==> src/tpc_pkg.sv <==
// shared constants, codes and types of the transpose-priority cache
// used by tpc_store, tpc_slots and transpose_priority_cache_policy_core
`default_nettype none

package tpc_pkg;

	localparam int ENTRIES  = 16;
	localparam int KEY_BITS = 64;
	localparam int SLOT_W   = $clog2(ENTRIES);
	localparam int CNT_W    = $clog2(ENTRIES + 1);

	localparam int MODE_W   = 2;
	localparam int KEY_W    = 64;
	localparam int VALUE_W  = 16;
	localparam int STATUS_W = 3;
	localparam int COUNT_W  = 5;
	localparam int IN_W     = KEY_W + VALUE_W;
	localparam int OUT_F_W  = VALUE_W + KEY_W + COUNT_W;
	localparam int OUT_W    = ((OUT_F_W + 7) / 8) * 8;

	localparam logic [MODE_W-1:0] MODE_REGISTER = 2'd0;
	localparam logic [MODE_W-1:0] MODE_USE      = 2'd1;
	localparam logic [MODE_W-1:0] MODE_EVICT    = 2'd2;

	localparam logic [STATUS_W-1:0] STAT_OK    = 3'd0;
	localparam logic [STATUS_W-1:0] STAT_MISS  = 3'd1;
	localparam logic [STATUS_W-1:0] STAT_FULL  = 3'd2;
	localparam logic [STATUS_W-1:0] STAT_EMPTY = 3'd3;
	localparam logic [STATUS_W-1:0] STAT_DUP   = 3'd4;

	typedef struct packed {
		logic [KEY_BITS-1:0] key;
		logic [VALUE_W-1:0]  value;
	} entry_t;

	typedef struct packed {
		logic              ent_we;
		logic [SLOT_W-1:0] ent_waddr;
		entry_t            ent_wdata;
		logic [SLOT_W-1:0] ent_raddr;
		logic              rank_we;
		logic [SLOT_W-1:0] rank_waddr;
		logic [SLOT_W-1:0] rank_wdata;
		logic [SLOT_W-1:0] rank_raddr;
	} store_req_t;

	typedef struct packed {
		logic              set;
		logic [SLOT_W-1:0] set_idx;
		logic              clr;
		logic [SLOT_W-1:0] clr_idx;
	} slot_upd_t;

	typedef enum logic [10:0] {
		S_IDLE    = 11'b000_0000_0001,
		S_SCAN    = 11'b000_0000_0010,
		S_REG_WR  = 11'b000_0000_0100,
		S_SWAP_RD = 11'b000_0000_1000,
		S_SWAP_WA = 11'b000_0001_0000,
		S_SWAP_WB = 11'b000_0010_0000,
		S_EV_RANK = 11'b000_0100_0000,
		S_EV_ENT  = 11'b000_1000_0000,
		S_EV_DATA = 11'b001_0000_0000,
		S_SHIFT   = 11'b010_0000_0000,
		S_RESP    = 11'b100_0000_0000
	} state_t;

endpackage

`default_nettype wire

==> src/tpc_store.sv <==
// entry memory (key and value per slot) and rank memory (slot per priority position)
// both synchronous with one write and one registered read port; types from tpc_pkg
`default_nettype none

module tpc_store (
	input  wire logic                       clk,
	input  wire tpc_pkg::store_req_t        req,
	output tpc_pkg::entry_t                 ent_rd_q,
	output logic [tpc_pkg::SLOT_W-1:0]      rank_rd_q
);

	tpc_pkg::entry_t             entry_mem [tpc_pkg::ENTRIES];
	logic [tpc_pkg::SLOT_W-1:0]  rank_mem  [tpc_pkg::ENTRIES];

	always_ff @(posedge clk) begin
		if (req.ent_we) begin
			entry_mem[req.ent_waddr] <= req.ent_wdata;
		end
		ent_rd_q <= entry_mem[req.ent_raddr];
	end

	always_ff @(posedge clk) begin
		if (req.rank_we) begin
			rank_mem[req.rank_waddr] <= req.rank_wdata;
		end
		rank_rd_q <= rank_mem[req.rank_raddr];
	end

endmodule

`default_nettype wire

==> src/tpc_slots.sv <==
// slot occupancy flags and lowest free slot search
// depends on tpc_pkg for the slot count and the update struct
`default_nettype none

module tpc_slots (
	input  wire logic                         clk,
	input  wire logic                         arst_n,
	input  wire tpc_pkg::slot_upd_t           upd,
	output logic [tpc_pkg::ENTRIES-1:0]       valid_q,
	output logic [tpc_pkg::SLOT_W-1:0]        free_slot,
	output logic                              free_ok
);

	always_ff @(posedge clk or negedge arst_n) begin
		if (!arst_n) begin
			valid_q <= '0;
		end else begin
			if (upd.set) begin
				valid_q[upd.set_idx] <= 1'b1;
			end
			if (upd.clr) begin
				valid_q[upd.clr_idx] <= 1'b0;
			end
		end
	end

	// lowest index wins
	always_comb begin
		free_ok   = 1'b0;
		free_slot = '0;
		for (int i = tpc_pkg::ENTRIES - 1; i >= 0; i--) begin
			if (!valid_q[i]) begin
				free_ok   = 1'b1;
				free_slot = tpc_pkg::SLOT_W'(i);
			end
		end
	end

endmodule

`default_nettype wire

==> src/transpose_priority_cache_policy_core.sv <==
// top level of the transpose-priority cache: command sequencer, result register
// depends on tpc_pkg, tpc_store and tpc_slots
`default_nettype none

// Keyed cache of 16 entries kept in priority order. An item (s_tuser = mode) registers a
// key, looks it up and moves a hit one place up, or evicts the lowest-priority entry; one
// result item follows each input item. Items are handled one at a time: register and use
// scan the held entries through the rank memory and then the entry memory, one position
// per cycle; a register then writes the free slot, and a promoting hit swaps two rank
// positions by a read and two writes. Evict reads the bottom entry and shifts the rank
// memory down one position per cycle. The core returns to idle before the next item is
// accepted. Each memory has a single read port. Occupancy flags clear at reset, so no
// clearing pass is needed. A finished result waits in an output register, and the next
// item is taken while it waits.
module transpose_priority_cache_policy_core (
	input  wire logic                            clk,
	input  wire logic                            arst_n,
	input  wire logic                            s_tvalid,
	output logic                                 s_tready,
	input  wire logic [tpc_pkg::IN_W-1:0]        s_tdata,   // key, value_handle
	input  wire logic [tpc_pkg::MODE_W-1:0]      s_tuser,   // mode
	output logic                                 m_tvalid,
	input  wire logic                            m_tready,
	output logic [tpc_pkg::OUT_W-1:0]            m_tdata,   // value_out, evicted_key, entry_count
	output logic [tpc_pkg::STATUS_W-1:0]         m_tuser    // status
);

	tpc_pkg::state_t                 state_q;
	logic [tpc_pkg::MODE_W-1:0]      op_q;
	logic [tpc_pkg::KEY_BITS-1:0]    key_q;
	logic [tpc_pkg::VALUE_W-1:0]     val_q;
	logic [tpc_pkg::CNT_W-1:0]       held_q;
	logic [tpc_pkg::CNT_W-1:0]       scan_cnt_q;
	logic                            valid_s1;
	logic [tpc_pkg::SLOT_W-1:0]      pos_s1;
	logic                            valid_s2;
	logic [tpc_pkg::SLOT_W-1:0]      pos_s2;
	logic                            hit_q;
	logic [tpc_pkg::SLOT_W-1:0]      hit_pos_q;
	logic [tpc_pkg::SLOT_W-1:0]      hit_slot_q;
	logic [tpc_pkg::SLOT_W-1:0]      slot_s2;
	logic [tpc_pkg::VALUE_W-1:0]     hit_value_q;
	logic [tpc_pkg::SLOT_W-1:0]      ev_slot_q;
	logic [tpc_pkg::STATUS_W-1:0]    res_status_q;
	logic [tpc_pkg::VALUE_W-1:0]     res_value_q;
	logic [tpc_pkg::KEY_BITS-1:0]    res_key_q;
	logic                            m_tvalid_q;
	logic [tpc_pkg::STATUS_W-1:0]    out_status_q;
	logic [tpc_pkg::VALUE_W-1:0]     out_value_q;
	logic [tpc_pkg::KEY_W-1:0]       out_key_q;
	logic [tpc_pkg::COUNT_W-1:0]     out_count_q;

	tpc_pkg::store_req_t             req;
	tpc_pkg::entry_t                 ent_rd_q;
	logic [tpc_pkg::SLOT_W-1:0]      rank_rd_q;
	tpc_pkg::slot_upd_t              upd;
	logic [tpc_pkg::ENTRIES-1:0]     slot_valid;
	logic [tpc_pkg::SLOT_W-1:0]      free_slot;
	logic                            free_ok;

	logic                            accept;
	logic                            scan_issue;
	logic                            scan_done;
	logic                            shift_done;
	logic                            key_eq;
	logic                            swap_needed;
	logic                            out_free;
	logic [tpc_pkg::SLOT_W-1:0]      hit_pos_nx;

	tpc_store u_store (
		.clk       (clk),
		.req       (req),
		.ent_rd_q  (ent_rd_q),
		.rank_rd_q (rank_rd_q)
	);

	tpc_slots u_slots (
		.clk       (clk),
		.arst_n    (arst_n),
		.upd       (upd),
		.valid_q   (slot_valid),
		.free_slot (free_slot),
		.free_ok   (free_ok)
	);

	assign s_tready    = (state_q == tpc_pkg::S_IDLE);
	assign accept      = s_tvalid && s_tready;
	assign scan_issue  = ((state_q == tpc_pkg::S_SCAN) || (state_q == tpc_pkg::S_SHIFT))
	                     && (scan_cnt_q < held_q);
	assign scan_done   = (state_q == tpc_pkg::S_SCAN) && !scan_issue && !valid_s1 && !valid_s2;
	assign shift_done  = (state_q == tpc_pkg::S_SHIFT) && !scan_issue && !valid_s1;
	assign key_eq      = valid_s2 && (ent_rd_q.key == key_q);
	assign hit_pos_nx  = hit_pos_q + tpc_pkg::SLOT_W'(1);
	assign swap_needed = (tpc_pkg::CNT_W'(hit_pos_q) + tpc_pkg::CNT_W'(1)) < held_q;
	assign out_free    = !m_tvalid_q || m_tready;

	// memory and flag requests
	always_comb begin
		req            = '0;
		upd            = '0;
		req.ent_raddr  = rank_rd_q;
		req.rank_raddr = scan_cnt_q[tpc_pkg::SLOT_W-1:0];
		case (state_q)
			tpc_pkg::S_REG_WR: begin
				req.ent_we          = 1'b1;
				req.ent_waddr       = free_slot;
				req.ent_wdata.key   = key_q;
				req.ent_wdata.value = val_q;
				req.rank_we         = 1'b1;
				req.rank_waddr      = held_q[tpc_pkg::SLOT_W-1:0];
				req.rank_wdata      = free_slot;
				upd.set             = 1'b1;
				upd.set_idx         = free_slot;
			end
			tpc_pkg::S_SWAP_RD: begin
				req.rank_raddr = hit_pos_nx;
			end
			tpc_pkg::S_SWAP_WA: begin
				req.rank_we    = 1'b1;
				req.rank_waddr = hit_pos_q;
				req.rank_wdata = rank_rd_q;
			end
			tpc_pkg::S_SWAP_WB: begin
				req.rank_we    = 1'b1;
				req.rank_waddr = hit_pos_nx;
				req.rank_wdata = hit_slot_q;
			end
			tpc_pkg::S_EV_RANK: begin
				req.rank_raddr = '0;
			end
			tpc_pkg::S_EV_DATA: begin
				upd.clr     = 1'b1;
				upd.clr_idx = ev_slot_q;
			end
			tpc_pkg::S_SHIFT: begin
				// position p read last cycle moves down to p - 1
				req.rank_we    = valid_s1;
				req.rank_waddr = pos_s1 - tpc_pkg::SLOT_W'(1);
				req.rank_wdata = rank_rd_q;
			end
			default: begin
			end
		endcase
	end

	always_ff @(posedge clk or negedge arst_n) begin
		if (!arst_n) begin
			state_q      <= tpc_pkg::S_IDLE;
			op_q         <= '0;
			key_q        <= '0;
			val_q        <= '0;
			held_q       <= '0;
			scan_cnt_q   <= '0;
			valid_s1     <= 1'b0;
			pos_s1       <= '0;
			valid_s2     <= 1'b0;
			pos_s2       <= '0;
			slot_s2      <= '0;
			hit_q        <= 1'b0;
			hit_pos_q    <= '0;
			hit_slot_q   <= '0;
			hit_value_q  <= '0;
			ev_slot_q    <= '0;
			res_status_q <= tpc_pkg::STAT_OK;
			res_value_q  <= '0;
			res_key_q    <= '0;
			m_tvalid_q   <= 1'b0;
			out_status_q <= tpc_pkg::STAT_OK;
			out_value_q  <= '0;
			out_key_q    <= '0;
			out_count_q  <= '0;
		end else begin
			// scan pipeline: rank read, entry read, compare
			valid_s1 <= scan_issue;
			pos_s1   <= scan_cnt_q[tpc_pkg::SLOT_W-1:0];
			if (scan_issue) begin
				scan_cnt_q <= scan_cnt_q + tpc_pkg::CNT_W'(1);
			end
			valid_s2 <= valid_s1 && (state_q == tpc_pkg::S_SCAN);
			pos_s2   <= pos_s1;
			slot_s2  <= rank_rd_q;
			if (key_eq && !hit_q) begin
				hit_q       <= 1'b1;
				hit_pos_q   <= pos_s2;
				hit_slot_q  <= slot_s2;
				hit_value_q <= ent_rd_q.value;
			end

			if ((state_q == tpc_pkg::S_RESP) && out_free) begin
				m_tvalid_q <= 1'b1;
			end else if (m_tready) begin
				m_tvalid_q <= 1'b0;
			end

			case (state_q)
				tpc_pkg::S_IDLE: begin
					if (accept) begin
						op_q         <= s_tuser;
						key_q        <= s_tdata[tpc_pkg::KEY_BITS-1:0];
						val_q        <= s_tdata[tpc_pkg::KEY_W +: tpc_pkg::VALUE_W];
						hit_q        <= 1'b0;
						scan_cnt_q   <= '0;
						res_status_q <= tpc_pkg::STAT_OK;
						res_value_q  <= '0;
						res_key_q    <= '0;
						case (s_tuser)
							tpc_pkg::MODE_REGISTER: begin
								if (held_q >= tpc_pkg::CNT_W'(tpc_pkg::ENTRIES)) begin
									res_status_q <= tpc_pkg::STAT_FULL;
									state_q      <= tpc_pkg::S_RESP;
								end else begin
									state_q <= tpc_pkg::S_SCAN;
								end
							end
							tpc_pkg::MODE_USE: begin
								state_q <= tpc_pkg::S_SCAN;
							end
							tpc_pkg::MODE_EVICT: begin
								if (held_q == '0) begin
									res_status_q <= tpc_pkg::STAT_EMPTY;
									state_q      <= tpc_pkg::S_RESP;
								end else begin
									state_q <= tpc_pkg::S_EV_RANK;
								end
							end
							default: begin
								state_q <= tpc_pkg::S_RESP;
							end
						endcase
					end
				end
				tpc_pkg::S_SCAN: begin
					if (scan_done) begin
						if (op_q == tpc_pkg::MODE_REGISTER) begin
							if (hit_q) begin
								res_status_q <= tpc_pkg::STAT_DUP;
								state_q      <= tpc_pkg::S_RESP;
							end else if (free_ok) begin
								state_q <= tpc_pkg::S_REG_WR;
							end else begin
								res_status_q <= tpc_pkg::STAT_FULL;
								state_q      <= tpc_pkg::S_RESP;
							end
						end else if (!hit_q) begin
							res_status_q <= tpc_pkg::STAT_MISS;
							state_q      <= tpc_pkg::S_RESP;
						end else begin
							res_value_q <= hit_value_q;
							state_q     <= swap_needed ? tpc_pkg::S_SWAP_RD : tpc_pkg::S_RESP;
						end
					end
				end
				tpc_pkg::S_REG_WR: begin
					held_q  <= held_q + tpc_pkg::CNT_W'(1);
					state_q <= tpc_pkg::S_RESP;
				end
				tpc_pkg::S_SWAP_RD: begin
					state_q <= tpc_pkg::S_SWAP_WA;
				end
				tpc_pkg::S_SWAP_WA: begin
					state_q <= tpc_pkg::S_SWAP_WB;
				end
				tpc_pkg::S_SWAP_WB: begin
					state_q <= tpc_pkg::S_RESP;
				end
				tpc_pkg::S_EV_RANK: begin
					state_q <= tpc_pkg::S_EV_ENT;
				end
				tpc_pkg::S_EV_ENT: begin
					ev_slot_q <= rank_rd_q;
					state_q   <= tpc_pkg::S_EV_DATA;
				end
				tpc_pkg::S_EV_DATA: begin
					res_key_q   <= ent_rd_q.key;
					res_value_q <= ent_rd_q.value;
					scan_cnt_q  <= tpc_pkg::CNT_W'(1);
					state_q     <= tpc_pkg::S_SHIFT;
				end
				tpc_pkg::S_SHIFT: begin
					if (shift_done) begin
						held_q  <= held_q - tpc_pkg::CNT_W'(1);
						state_q <= tpc_pkg::S_RESP;
					end
				end
				tpc_pkg::S_RESP: begin
					if (out_free) begin
						out_status_q <= res_status_q;
						out_value_q  <= res_value_q;
						out_key_q    <= tpc_pkg::KEY_W'(res_key_q);
						out_count_q  <= tpc_pkg::COUNT_W'(held_q);
						state_q      <= tpc_pkg::S_IDLE;
					end
				end
				default: begin
					state_q <= tpc_pkg::S_IDLE;
				end
			endcase
		end
	end

	assign m_tvalid = m_tvalid_q;
	assign m_tuser  = out_status_q;
	assign m_tdata  = {{(tpc_pkg::OUT_W - tpc_pkg::OUT_F_W){1'b0}},
	                   out_count_q, out_key_q, out_value_q};

	a_held_range: assert property (@(posedge clk) disable iff (!arst_n)
		held_q <= tpc_pkg::CNT_W'(tpc_pkg::ENTRIES))
		else $error("entry count above capacity");

	a_count_match: assert property (@(posedge clk) disable iff (!arst_n)
		(state_q == tpc_pkg::S_IDLE) |-> ($countones(slot_valid) == held_q))
		else $error("occupied slots differ from entry count");

	a_unique_key: assert property (@(posedge clk) disable iff (!arst_n)
		key_eq |-> !hit_q)
		else $error("key held in more than one entry");

	a_resp_wait: assert property (@(posedge clk) disable iff (!arst_n)
		(state_q == tpc_pkg::S_RESP) && m_tvalid_q && !m_tready |=> (state_q == tpc_pkg::S_RESP))
		else $error("result dropped while output register busy");

endmodule

`default_nettype wire

==> config.mk <==
export PLATFORM = sky130hd
export DESIGN_NAME = transpose_priority_cache_policy_core
export DESIGN_NICKNAME = d
export VERILOG_FILES = /design/src/tpc_pkg.sv /design/src/tpc_store.sv /design/src/tpc_slots.sv /design/src/transpose_priority_cache_policy_core.sv
export SDC_FILE = /design/constraint.sdc
export NUM_CORES = 2
export LEC_CHECK = 0
export BUFFER_PORTS_ARGS = -buffer_cell sky130_fd_sc_hd__buf_2
export CORE_MARGIN = 2
export CORE_UTILIZATION = 45
export DETAILED_ROUTE_END_ITERATION = 8
export HOLD_SLACK_MARGIN = 0.08
export PLACE_DENSITY_LB_ADDON = 0.08
export SLEW_MARGIN = 10
export SYNTH_ARGS = -nofsm -noshare
export SYNTH_HDL_FRONTEND = slang
export SYNTH_HIERARCHICAL = 1
export SYNTH_SLANG_ARGS = --single-unit
==> constraint.sdc <==
create_clock -name clk -period 10.4 [get_ports clk]
set_clock_uncertainty 0.05 [all_clocks]
set_input_delay 2.08 -clock clk [delete_from_list [all_inputs] [get_ports clk]]
set_output_delay 2.08 -clock clk [all_outputs]
set_load 0.02 [all_outputs]
Yosys cells after proc, flatten, opt, wreduce, memory -nomap -nowiden
Memories as Yosys holds them, arrays and structs flattened. A register that Yosys moved wholly into a read port is not among the register bits.
Cells that the tools add are included.
{"block": "totals", "ff_bits": 334, "inputBits": 86, "output_inout_bits": 93, "word_cells": 188, "mem_count": 2, "ram_bits": 1344}
{"block": "op_classes", "n_reduce_logical": 36, "n_eq_ne": 22, "muxes": 87, "bitwise": 3, "order_cmp": 7, "addsub": 6}
{"name": "u_store.entry_mem", "depth": 16, "word_bits": 80, "rd": 1, "rd_clocked_by_memory_dff": 1, "write_ports": 1, "line": "tpc_store.sv:12", "source": "tpc_pkg::entry_t entry_mem [tpc_pkg::ENTRIES];"}
{"name": "u_store.rank_mem", "depth": 16, "word_bits": 4, "rd": 1, "rd_clocked_by_memory_dff": 1, "write_ports": 1, "line": "tpc_store.sv:13", "source": "logic [tpc_pkg::SLOT_W-1:0] rank_mem [tpc_pkg::ENTRIES];"}
{"op": "64-bit case mux with 2 select lines", "count": 1}
{"op": "11-bit 2-to-1 mux", "count": 11}
{"op": "11-bit case mux with 10 select lines", "count": 1}
{"op": "16-bit 2-to-1 mux", "count": 6}
{"op": "85-bit 2-to-1 mux", "count": 1}
{"op": "64-bit equality test", "count": 1}
{"op": "4-bit 2-to-1 mux", "count": 16}
{"op": "64-bit 2-to-1 mux", "count": 1}
{"op": "16-bit case mux with 3 select lines", "count": 1}
{"op": "9-bit case mux with 4 select lines", "count": 1}
{"op": "11-bit case mux with 3 select lines", "count": 1}
{"op": "1-bit 2-to-1 mux", "count": 27}
{"op": "5-bit 2-to-1 mux", "count": 5}
{"op": "5-bit case mux with 2 select lines", "count": 2}
{"op": "3-bit 2-to-1 mux", "count": 6}
{"op": "16-bit AND", "count": 1}
{"op": "16-bit NOT", "count": 1}
{"op": "16-bit OR", "count": 1}
{"op": "1-bit logical AND", "count": 13}
{"op": "11-bit by 1-bit equality test with 1-bit output (second input constant)", "count": 1}
{"op": "11-bit by 10-bit equality test with 1-bit output (second input constant)", "count": 1}
{"op": "11-bit equality test (second input constant)", "count": 1}
{"op": "11-bit by 2-bit equality test with 1-bit output (second input constant)", "count": 1}
{"op": "11-bit by 3-bit equality test with 1-bit output (second input constant)", "count": 1}
{"op": "other kinds (36)", "count": 59}

Longest topological paths before layout
{"block": "logic_depth", "depth_word": 25, "mapped_depth": 12, "ltp_nobuf": 10}

By module
Netlist, hierarchy kept.
{"module": "tpc_store", "area_each_um2": 52017.4, "seq_area_each_um2": 42040.3, "cells_each": 2184, "instances": 1}
{"module": "transpose_priority_cache_policy_core", "area_each_um2": 14258.7, "seq_area_each_um2": 7958.9, "cells_each": 1275, "instances": 1}
{"module": "tpc_slots", "area_each_um2": 850.8, "seq_area_each_um2": 400.4, "cells_each": 99, "instances": 1}

Least setup slack after synthesis
No wires, ideal clock.
{"block": "synth_timing", "path_type": "register to register", "startpoint": "reg state_q[8]", "endpoint": "mem u_store/entry_mem[0][0] (netlist bit) (enable)", "n_path_buf": 1, "path_stages_with_launch": 7, "required_ps": 9734, "setup_slack_ps": 1897, "synth_period_minus_slack_ps": 8503, "arrival_time_ps": 7837, "setup_time_ps": 616, "path_cell_list": "dfrtp_1 -> nor4_1 -> nand3_1 -> nor4b_2 -> clkbuf_1 -> or3b_2 -> nor3_1"}
{"item": "start, declared", "line": "transpose_priority_cache_policy_core.sv:28", "source": "tpc_pkg::state_t state_q;"}
{"item": "start signal, assigned", "line": "transpose_priority_cache_policy_core.sv:148", "source": "state_q <= tpc_pkg::S_IDLE;"}
{"item": "start signal, assigned", "line": "transpose_priority_cache_policy_core.sv:210", "source": "state_q <= tpc_pkg::S_RESP;"}
{"item": "start signal, assigned", "line": "transpose_priority_cache_policy_core.sv:212", "source": "state_q <= tpc_pkg::S_SCAN;"}
{"item": "end, declared", "line": "tpc_store.sv:12"}

==> reports/qor.yml <==
outcome: "complete, no violations"
cts_buffer_depth: 3
r2r_setup_slack_ns: 4.44
grt_overflow: 0
synth_compound_area_frac: 0.0417
die-area_um2: 152000
ys_seq_elements: 1762
die_y_um: 390
path_clk_slew_ns: 0.06
ys.flop_type: "edfxtp_1"
synth_top_area_cell: "edfxtp_1"
antenna_found_initial: 13
place.gp.congestion: 0.846
p_seq_frac: 0.500
cts_buffers: 179
tightest_slew_ns: 1.25
synth_top_area_frac: 0.601
synthesis.instances: 3558
nets: 3894
netlist_area_um2: 67100
finalCritPeriodShare: 0.573
nFillCells: 11700
p_per_area_nw_per_um2: 212
max_slew_margin: 0.158
async_flop_share: 0.190
clock_sinks: 1762
synth-edff-count: 1344
drive_gt1_frac: 0.256
postCtsResizedCells: 0
dr.first_iter.drc_count: 3402
ys_types: 77
viasPerCell: 5.85
yosys.area_share.xor_xnor: 0.00783
postSynthAreaPerCell_um2: 18.9
ys_top_cells_by_area: "edfxtp_1, dfrtp_1, mux4_2, dfxtp_1, nand2_1"
rsz0062_at_grt: "no"
grt_use_total: 0.225
arrival_ns: 6.34
initial_core_util: 0.454
vias: 34400
yosysWarnings: 6
wl_per_cell_um: 28.8
routed_wl_um: 169000
tns_ns: 0
worstSkewPairLatency_ns: 0.82
cap_violations: 0
multi_input_area_um2: 15900
worst-setup-path-type: "reg2reg"
start_kind: "register"
grt_pass1_wl_um: 247000
p_clk_frac: 0.394
p_leak_uw: 0.0239
die_width_um: 390
synth_adder_area_share: 0.00291
post-route-util: 0.515
seqCellArea_um2: 50400
io_pins: 179
ys_seq_area_frac: 0.751
max_freq_ghz: 0.168
synth_top_family_by_area: "multiplexers"
min_period_ns: 5.96
io_buffers: 175
cp_max_fo: 48
drc: 0
postRouteAntennaNets: 0
dp_hpwl_um: 99900
pwr-share-comb: 0.106
synthMuxAreaShare: 0.135
required_ns: 10.78
tritoncts: "done"
hold_viol: 0
area_delta_synth_final_pct: 13.4
num_rows: 141
switching_share: 0.257
hold_path.class: "reg2reg"
cts_max_level: 4
p_int_uw: 12000
post_cts_buffers: 0
grt_pass1_vias: 35600
synth-simple-area-share: 0.0462
cts_hold_buf: 0
crit_path_end_kind: "register"
power.switching_uw: 4150
vdd_drop_max_v: 0.000128
drv_slew: 0
core_um2: 148000
grt_max_degree: 130
drt_first_pass_iters: 5
setup-violations-final: 0
root_buffer: "clkbuf_16"
per-stage QoR:
stage	cell area (µm²)	power [µW]	hold WS [ns]	setup WS, ns	instances
floorplan	67100	9120	0.302	1.90	3560
detailed placement	70300	9940	0.352	4.47	5542
global route	76100	16700	0.388	4.06	5881
global placement	70300	9920	0.340	4.47	5542
CTS	76100	16300	0.374	4.45	5881
finish	76100	16100	0.371	4.44	5883
cell usage after synthesis, types with 4 or more instances:
library cell / instances
edfxtp_1: 1344
nand2_1: 356
mux4_2: 336
dfrtp_1: 333
a22oi_1: 166
mux2_2: 118
clkbuf_1: 107
and2_1: 92
dfxtp_1: 84
a32o_1: 57
nor2_1: 52
xnor2_1: 43
o21ai_0: 40
a21oi_1: 39
inv_1: 39
buf_2: 36
nand3_1: 29
buf_1: 22
nor3_1: 22
a22o_1: 21
xor2_1: 17
and3_1: 14
buf_6: 14
ha_1: 14
nand4_1: 14
nor2b_1: 12
a31oi_1: 11
nand2b_1: 11
nor4_1: 11
mux2_4: 10
buf_4: 8
nand3b_1: 6
o22ai_1: 6
a21o_1: 5
a221oi_1: 4
or3_1: 4
logic make-up (layout without fill, tap and decap cells):
| kind of cell | after synthesis | after routing |
|---|---|---|
| compound gates | 374 | 374 |
| flops | 1762 | 1762 |
| buf+inv | 228 | 619 |
| simple gates | 652 | 652 |
| xor+xnor | 60 | 60 |
| fa+ha+maj | 15 | 15 |
| other cells | 1 | 5 |
| mux | 466 | 466 |
sequential cells by signal (all words and copies together), names as in the netlist, 16 cells and up:
register,flops
hit_value_q,16
key_q,64
u_slots/valid_q,16
u_store/ent_rd_q,80
out_value_q,16
u_store/rank_mem,64
res_key_q,64
u_store/entry_mem,1280
out_key_q,64
val_q,16
res_value_q,16
power groups by stage:
stage	Combinational [µW]	Sequential (µW)	Clock, µW
2_1_floorplan	1070	8060	0
3_3_place_gp	1720	8210	0
3_5_place_dp	1730	8210	0
4_1_cts	1740	8070	6500
5_1_grt	1860	8090	6770
6_report	1720	8060	6350
cells in the final DEF (no fill, tap or decap), types with 8 or more instances in the layout:
cell type / count
inv_6: 8
nand4_1: 14
nor2b_1: 10
nor2_1: 39
mux4_2: 336
dfxtp_1: 82
mux2_2: 118
buf_4: 60
nor3_1: 18
nor4_1: 11
a21oi_1: 39
clkbuf_16: 183
inv_1: 39
nand2_1: 354
and3_1: 13
dfrtp_1: 333
a22oi_1: 166
nand2b_1: 11
a32o_1: 57
xor2_1: 17
o21ai_0: 39
edfxtp_1: 1344
nand3_1: 28
bufinv_16: 15
and2_1: 91
a31oi_1: 11
clkinv_2: 38
xnor2_1: 43
clkbuf_1: 45
a22o_1: 21
clkinv_1: 34
ha_1: 14
nor2_4: 13
buf_2: 174
clkbuf_8: 10
mux2_4: 10
critical path, stage by stage (launching register included):
cell and delay, ns:
dfrtp_1 0.46, nor4_1 0.58, nand3_1 0.31, nor4b_4 0.49, buf_4 0.65, and2_1 0.49, nand3_1 0.39, nor2_4 0.77
buf_4 0.67, buf_4 0.62
layer usage:
layer | up-vias | wire, µm | global-route usage
met5 | - | 40 | 0
met4 | 6 | 4170 | 0.0666
met3 | 224 | 12100 | 0.0477
met2 | 1234 | 79600 | 0.352
met1 | 18300 | 73600 | 0.320
li1 | 14600 | - | -
path summary, 6_finish.rpt:
| check | from | endpoint | cells after the start |
|---|---|---|---|
| min in group asynchronous | arst_n | out_value_q[7] | 1 |
| min reg2reg | pos_s1[3] | pos_s2[3] | 0 |
| max | state_q[3] | u_store/entry_mem[14][17] | 9 |
| max in group asynchronous | arst_n | res_key_q[16] | 3 |
| max reg2reg | state_q[3] | u_store/entry_mem[14][17] | 9 |
| min | pos_s1[3] | pos_s2[3] | 0 |
final cells by class:
cell class / instances / area share
diodes: 2 / 0.0000658
repair buffers: 239 / 0.0186
multi-input cells: 1570 / 0.209
inverters: 41 / 0.00204
well taps: 1930 / 0.0317
flip-flops and latches: 1762 / 0.662
clock inverters: 101 / 0.0123
clock buffers: 238 / 0.0642
No activity file was read; power rests on OpenSTA's default activity.
